File: src/hdl/mexp_pkg.sv
// ============================================================================
// mexp_pkg: shared types and constants for the modular exponentiation block
// Field widths, the fixed prime, Barrett constants and the command/status
// structs that join the controller and the datapath.
// ============================================================================
`default_nettype none

package mexp_pkg;

	// Field widths
	localparam int unsigned ValueWidth  = 63;
	localparam int unsigned ResWidth    = 30;
	localparam int unsigned RedCntWidth = 5;

	// Fixed prime and Barrett reciprocal floor(2^60 / prime)
	localparam logic [ResWidth-1:0] PrimeMod  = 30'd1000000007;
	localparam logic [30:0]         BarrettMu = 31'((64'd1 << 60) / 64'd1000000007);

	// Exponent used for the modular inverse (prime minus two)
	localparam logic [ValueWidth-1:0] InvExp = 63'(PrimeMod) - 63'd2;

	// Controller to datapath commands
	typedef struct packed {
		logic load;      // capture a new request
		logic red_step;  // reduce two more base bits
		logic issue;     // start square and multiply
		logic update;    // take the products, shift the exponent
		logic emit;      // copy the accumulator to the output register
	} ctrl_cmd_t;

	// Datapath to controller status
	typedef struct packed {
		logic red_last;  // final base reduction step
		logic exp_zero;  // no set exponent bits remain
		logic mul_done;  // both products are ready
	} dp_status_t;

endpackage

`default_nettype wire

File: src/hdl/mexp_ctrl.sv
// ============================================================================
// mexp_ctrl: modular exponentiation controller
// Sequences base reduction, one square-and-multiply per exponent bit and the
// hand-off to the output register.
// ============================================================================
`default_nettype none

module mexp_ctrl (
	input  logic                  clk,
	input  logic                  arst_n,
	input  logic                  in_valid,
	output logic                  in_stall,
	output logic                  out_valid,
	input  logic                  out_stall,
	output mexp_pkg::ctrl_cmd_t   cmd,
	input  mexp_pkg::dp_status_t  status
);
	import mexp_pkg::*;

	localparam logic [2:0] StIdle   = 3'd0;
	localparam logic [2:0] StReduce = 3'd1;
	localparam logic [2:0] StCheck  = 3'd2;
	localparam logic [2:0] StWait   = 3'd3;
	localparam logic [2:0] StDone   = 3'd4;

	logic [2:0] state_q, state_next;
	logic       out_valid_q;

	// Next state and commands
	always_comb begin
		state_next = state_q;
		cmd        = '0;
		unique case (state_q)
			StIdle: begin
				if (in_valid) begin
					cmd.load   = 1'b1;
					state_next = StReduce;
				end
			end
			StReduce: begin
				cmd.red_step = 1'b1;
				if (status.red_last) begin
					state_next = StCheck;
				end
			end
			StCheck: begin
				if (status.exp_zero) begin
					state_next = StDone;
				end else begin
					cmd.issue  = 1'b1;
					state_next = StWait;
				end
			end
			StWait: begin
				if (status.mul_done) begin
					cmd.update = 1'b1;
					state_next = StCheck;
				end
			end
			StDone: begin
				if (!out_valid_q || !out_stall) begin
					cmd.emit   = 1'b1;
					state_next = StIdle;
				end
			end
			default: begin
				state_next = StIdle;
			end
		endcase
	end

	// Advance the state, hold the output valid until taken
	always_ff @(posedge clk or negedge arst_n) begin
		if (!arst_n) begin
			state_q     <= StIdle;
			out_valid_q <= 1'b0;
		end else begin
			state_q <= state_next;
			if (cmd.emit) begin
				out_valid_q <= 1'b1;
			end else if (!out_stall) begin
				out_valid_q <= 1'b0;
			end
		end
	end

	assign in_stall  = (state_q != StIdle);
	assign out_valid = out_valid_q;

endmodule

`default_nettype wire

File: config.mk
export PLATFORM = sky130hd
export DESIGN_NAME = mexp_ctrl
export DESIGN_NICKNAME = d
export VERILOG_FILES = /design/src/hdl/mexp_pkg.sv /design/src/hdl/mexp_ctrl.sv
export SDC_FILE = /design/constraint.sdc
export NUM_CORES = 1
export LEC_CHECK = 0
export BUFFER_PORTS_ARGS = -buffer_cell sky130_fd_sc_hd__buf_2
export CORE_AREA = 5 5 42 44
export CTS_BUF_LIST = sky130_fd_sc_hd__clkbuf_16
export DETAILED_ROUTE_END_ITERATION = 12
export DIE_AREA = 0 0 47 49
export MAX_ROUTING_LAYER = met4
export SLEW_MARGIN = 10
export SYNTH_ARGS = -nofsm -noshare
export SYNTH_HDL_FRONTEND = slang
export SYNTH_SLANG_ARGS = --single-unit
File: constraint.sdc
create_clock -name clk -period 1.5 [get_ports clk]
set_input_delay 0.075 -clock clk [delete_from_list [all_inputs] [get_ports clk]]
set_output_delay 0.075 -clock clk [all_outputs]
set_load 0.005 [all_outputs]
; ---- Yosys cells after proc, flatten, opt, wreduce, memory -nomap -nowiden
; Index checks and enable logic that the tools add are counted.
[word_totals]
regBits = 4
[classes]
n_mux = 17
eq_ne = 9
n_reduce_logical = 6
[ops]
columns = cell, n
row1 = 2-to-1 mux 3 bit, 5
row2 = case mux 3 bit (5 select lines), 1
row3 = 2-to-1 mux 1 bit, 11
row4 = inequality test 2 bit (second input constant), 4
row5 = == test 3 x 2 -> 1 bit (second input constant), 2
row6 = AND reduction 4 bit, 1
row7 = == test 3 x 1 -> 1 bit (second input constant), 1
row8 = == test 3 bit (second input constant), 1
row9 = zero test 3 bit, 1
row10 = nonzero test 3 bit, 1
row11 = zero test 1 bit, 2
row12 = inequality test 2 x 1 -> 1 bit (second input constant), 1
row13 = logical OR 1 bit, 1

; ---- Longest topological paths before layout
; Gate-level depths: netlist of run 1.
[logic_depth]
ltp_word = 5
depth_mapped = 3

; ---- Worst setup path before layout of run 1
; No wires, ideal clock.
[synth_timing]
path_type = register -> register
from = register state_q[0]
to = register state_q[0]
path_stages_with_launch = 3
setup_slack_ps = 428
setup_ps = 72
arrival_time_ps = 1001
t_required_ps = 1428
period_less_slack_ps = 1072
cell_sequence = dfrtp_1 > mux4_2 > nor2_1
[synth_via]
elab_chain_len = 3
elab_cells_between_ends = 11
cone_classes = eq/ne: 8 / mux: 1 / reduce/logical: 2
[synth_lines]
columns = item, line_no
row1 = from (decl), mexp_ctrl.sv:26  ; logic [2:0] state_q, state_next;
row2 = from (signal assigned), mexp_ctrl.sv:75  ; state_q <= StIdle;
row3 = from (signal assigned), mexp_ctrl.sv:78  ; state_q <= state_next;
row4 = "== test 3 bit, or another cell as far along", mexp_ctrl.sv:33  ; unique case (state_q)
row5 = inequality test 2 bit (no source line), --
row6 = AND reduction 4 bit (no source line), --
; Several ways; a longest one is shown, not always the timed one.
; A chain may end at the register's enable or synchronous reset.

==> impl_metrics.toml, run 1 <==
[worst_setup_path]
cp-start-kind = "flop"
cp_top_family = "simple AND/OR/NAND/NOR gates"
worstSetupPathType = "reg -> out"
r2r_slack_ns = 0.34
max_stage_delay_ns = 0.45
slowest_stage = "dfrtp_1"
worstPathRequired_ns = 1.42
path_buf_inv = 1
path_cells = "or3_1, nor2_1, buf_2"
endpoint_kind = "output port"
crit_fanout = 8
cp_data_arrival_time_ns = 1.28

[global_routing]
grt_pass1_wl_um = 1070
track_usage_pct = 7.02
antenna_found_initial = 0
grt_pass1_vias = 262
grt_max_degree = 9
grt-ovfl-total = 0

[synth]
yosysSeqAreaShare_pct = 45.2
syn_area_per_cell_um2 = 9.23
syn-cell-area_um2 = 221
postSynthCellCount = 24
ys_ff_latch = 4
synth_top_area_share_pct = 45.2
synth_nets = 31
synth.distinct_cells = 13
synth_top_area_cell = "dfrtp_1"
synth.area.top_cells = "dfrtp_1 (45%), mux4_2 (10%), a21oi_1 (6.8%), nand2_1 (6.8%), nor3b_1 (6.8%)"
yosysWarningCount = 0

[detailed_routing]
drt-initial-drc-count = 5
ant_nets = 0
firstDrtPassIters = 2
num_vias = 237
drc = 0
wl_um = 625
vias_per_cell = 4.16
wire_per_inst_um = 11.0

[floorplan]
die_x_um = 47
dieArea_um2 = 2300
ios = 14
die_y_um = 49
num_rows = 14
start_util_pct = 15.8
fp.coreArea_um2 = 1400

[cells_and_area]
diodes = 0
layout_common_cells = "buf_2 (13), nand2_1 (4), dfrtp_1 (4)"
area_delta_synth_final_pct = 76.8
fin_cells = 57
fillers = 163
final_common_cell = "buf_2"
drive_gt1_share_pct = 41.5
finalNetCount = 50
final_cell_area_um2 = 392

[timing]
grt_setup_unrepaired = "false"
clock_skew_ns = 0.000247
period_share_pct = 90.2
final_hold_viol_count = 0
max_freq_mhz = 739
fin_crit_ns = 1.35
slew_viol_final = 0
worst_pin_slew_ns = 0.237
setup_viol = 0
worst_slack_ns = 0.147
setup_tns_ns = 0
slew_headroom_pct = 84.2

[run_status]
outcome = "complete, no violations"

[place]
numPortBuffers = 13
dp_cells = 53
place_ws_ns = 0.344
dpl-instance-area_um2 = 307
gp_congestion = 0.631

[clocking]
cts_resized = 0
htree_num_levels = 1
clockRootBuffer = "clkbuf_16"
cts_tree = "yes"
cts.sinks = 4
clk_pin_slew_ns = 0.03
cts_buffers = 3
worstSkewPairLatency_ns = 0.22
ctsLongestPathBuffers = 2

[power]
cellPowerDensity_nw_per_um2 = 2210
p_leak_nw = 0.202
irDropWorstVdd_mv = 0.455
power_uw = 865

[hold_path]
hold_class = "in -> reg"

[run]
drv_cap = 0
-- metrics by stage --
step,utilization (%),hold slack (ns)
after floorplan,-,-0.221
after global placement,21.9,-0.117
after detailed placement,21.9,-0.118
after CTS,27.9,0.0868
after global routing,27.9,0.120
final,27.9,0.0883
-- worst register-to-register path: cells and delay by family (launching register included) --
family	cells	cell delay [ns]
mux	1	0.54
flops	1	0.46
simple gates	1	0.09
-- kinds of logic (layout without fill, tap and decap cells) --
family | after synthesis | after routing | share of synthesized area, %
AND/OR/NAND/NOR | 14 | 14 | 33.9
AO/OA/AOI/OAI | 4 | 4 | 9.04
flip-flops | 4 | 4 | 45.2
multiplexers | 1 | 1 | 10.2
buffers and inverters | 1 | 18 | 1.69
-- synthesized netlist by cell type --
master / number
nor3b_1: 2
inv_1: 1
nand4b_1: 1
nor2_1: 3
nand2_1: 4
or3_1: 1
o21ai_1: 1
a21oi_1: 3
mux4_2: 1
and3_1: 1
nand2b_1: 1
dfrtp_1: 4
nor2b_1: 1
-- worst paths after layout --
check	from	end	depth (start not counted)
min in group asynchronous	arst_n	state_q[1]	2
min reg2reg	out_valid	out_valid	2
max in group asynchronous	arst_n	state_q[0]	2
max	state_q[0]	cmd[4]	3
max reg2reg	state_q[0]	state_q[0]	2
min	out_stall	out_valid	3
-- what timing repair did --
| action | 4_1_cts | 5_1_grt |
|---|---|---|
| hold buffers | 1 | 0 |
| setup buffers | 0 | 0 |
| setup endpoints to repair | 0 | 0 |
| endpoints found under the hold margin | 4 | 0 |
-- registers in the layout, indices dropped and copies added, names as in the netlist --
signal     cells
state_q        3
out_valid      1
-- layout make-up --
type	count	area, µm²	share of cell area, %
Inverter	1	3.75	0.958
Timing Repair Buffer	14	75.1	19.2
Tap cell	16	20.0	5.11
Multi-Input combinational cell	19	118	30.0
Clock buffer	3	75.1	19.2
Sequential cell	4	100	25.6
-- per-layer routing --
metal	global-route usage, %	up-vias	share of wire (%)
met2	8.37	9	48
met1	7.98	108	43
li1	-	118	-
met5	-	-	0
met3	1.11	2	5.9
met4	9.68	0	2.4
-- report_power, final --
group	leakage (nW)	switching (mW)	internal, mW	total [mW]
combinational	0.114	0.0914	0.134	0.225
clock	0.0370	0.0745	0.340	0.415
sequential	0.0513	0.0736	0.151	0.224
No activity file was read; power rests on OpenSTA's default activity.
==> inputs of run 2 (changes only) <==
--- a/config.mk
+++ b/config.mk
@@ -11,6 +11,7 @@
 export DETAILED_ROUTE_END_ITERATION = 12
 export DIE_AREA = 0 0 47 49
 export MAX_ROUTING_LAYER = met4
+export RECOVER_POWER = 100
 export SLEW_MARGIN = 10
 export SYNTH_ARGS = -nofsm -noshare
 export SYNTH_HDL_FRONTEND = slang
==> run 2 against run 1 <==
  * Worst setup slack got worse by 0.0096 ns
  * Hold slack got worse by 0.00092 ns
  * Routed wire length increased by 0.32%
  * Critical path type unchanged
  * Design area decreased by 1.9%
  * Sequential power about the same
  * Register-to-register slack about the same
==> impl_metrics.toml, run 2 (synthesis results as in run 1) <==
[run_status]
outcome = "complete, no violations"

[timing]
slew_viol_final = 0
setup_tns_ns = 0
slew_headroom_pct = 84.5
worst_pin_slew_ns = 0.233
fin_crit_ns = 1.36
clock_skew_ns = 0.000214
period_share_pct = 90.8
worst_slack_ns = 0.138
grt_setup_unrepaired = "false"
setup_viol = 0
max_freq_mhz = 734
final_hold_viol_count = 0

[detailed_routing]
dr_wl_met2_um = 301
ant_nets = 0
dr_wl_met3_um = 38
wire_per_inst_um = 11.0
num_vias = 239
highest_layer = "met4"
met1Wirelength_um = 272
drt-initial-drc-count = 5
wl_um = 627
drc = 0
firstDrtPassIters = 2
vias_per_cell = 4.19

[floorplan]
ios = 14
die_x_um = 47
start_util_pct = 15.8
dieArea_um2 = 2300
num_rows = 14
fp.coreArea_um2 = 1400
die_y_um = 49

[clocking]
clk_pin_slew_ns = 0.03
ctsHoldBuffers = 1
postCtsSetupBuffers = 0
cts.sinks = 4
ctsLongestPathBuffers = 2
cts_resized = 0
cts_tree = "yes"
htree_num_levels = 1
worstSkewPairLatency_ns = 0.22
cts_buffers = 3
clockRootBuffer = "clkbuf_16"

[global_routing]
grt_pass1_vias = 262
antenna_found_initial = 0
grt-ovfl-total = 0
grt_max_degree = 9
grt_pass1_wl_um = 1070
track_usage_pct = 7.02

[worst_setup_path]
worstSetupPathType = "reg -> out"
path_cells = "or3_1, nor2_1, clkbuf_1"
cp_top_family = "simple AND/OR/NAND/NOR gates"
cp_data_arrival_time_ns = 1.29
crit_fanout = 8
rr_startpoint = "state_q[0]"
path_buf_inv = 1
cp-start-kind = "flop"
startpoint = "state_q[0]"
max_stage_delay_ns = 0.44
slowest_stage = "dfrtp_1"
endpoint_kind = "output port"
worstPathRequired_ns = 1.42

[cells_and_area]
diodes = 0
largest_reg_flops = 3
area_delta_synth_final_pct = 73.4
layout_common_cells = "buf_2 (7), clkbuf_1 (6), nand2_1 (4), dfrtp_1 (4)"
drive_gt1_share_pct = 26.8
fillers = 166
regMostFlops = "state_q"
final_common_cell = "buf_2"
finalNetCount = 50
final_cell_area_um2 = 384
fin_cells = 57
fin_util_pct = 27.4

[power]
clockPowerShare_pct = 48.7
p_seq_share_pct = 26.2
pwr-share-comb_pct = 25.1
p_leak_nw = 0.179
switching_share_pct = 28.1
cellPowerDensity_nw_per_um2 = 2220
p_int_uw = 613
irDropWorstVdd_mv = 0.451
p_sw_uw = 240

[hold_path]
hold_class = "in -> reg"
min_from = "out_stall"

[place]
gp_congestion = 0.631
place_ws_ns = 0.344
numPortBuffers = 13
dpl-instance-area_um2 = 307
dp_cells = 53

[run]
drv_cap = 0
==> run 2: layer usage <==
metal	vias to the layer above	global-route usage [%]
li1	118	-
met1	110	7.98
met2	9	8.37
met3	2	1.11
met4	0	9.68
met5	-	-
==> run 2: per-stage QoR <==
stage          hold slack, ns  power [mW]
5_1_grt                 0.120       0.914
3_5_place_dp           -0.118       0.453
6_report               0.0874       0.853
4_1_cts                0.0868       0.878
2_1_floorplan          -0.221       0.348
3_3_place_gp           -0.117       0.447
==> run 2: layout make-up <==
| cell class | count | area [µm²] | share of cell area, % |
|---|---|---|---|
| Clock buffer | 3 | 75.1 | 19.5 |
| Inverter | 1 | 3.75 | 0.977 |
| Multi-Input combinational cell | 19 | 118 | 30.6 |
| Sequential cell | 4 | 100 | 26.1 |
| Tap cell | 16 | 20.0 | 5.21 |
| Timing Repair Buffer | 14 | 67.6 | 17.6 |
==> run 2: path summary, 6_finish.rpt <==
| check | end | slack, ns | cells past startpoint |
|---|---|---|---|
| worst max-delay path | cmd[4] | 0.14 | 3 |
| worst min register to register | out_valid | 0.53 | 2 |
| min in group asynchronous | state_q[1] | 0.22 | 2 |
| worst min-delay path | out_valid | 0.09 | 3 |
| worst max register to register | state_q[0] | 0.34 | 2 |
| max in group asynchronous | state_q[0] | 1.10 | 2 |
==> run 2: power by group through the flow <==
| stage | clock, mW | combinational, mW | sequential (mW) |
|---|---|---|---|
| after floorplan | 0 | 0.140 | 0.208 |
| after global placement | 0 | 0.224 | 0.223 |
| after detailed placement | 0 | 0.226 | 0.227 |
| after CTS | 0.422 | 0.230 | 0.226 |
| after global routing | 0.434 | 0.245 | 0.235 |
| final | 0.415 | 0.214 | 0.224 |
==> run 2: worst reg2reg max path: stages, from the launching register on <==
cell	delay [ns]
dfrtp_1	0.46
mux4_2	0.54
nor2_1	0.09
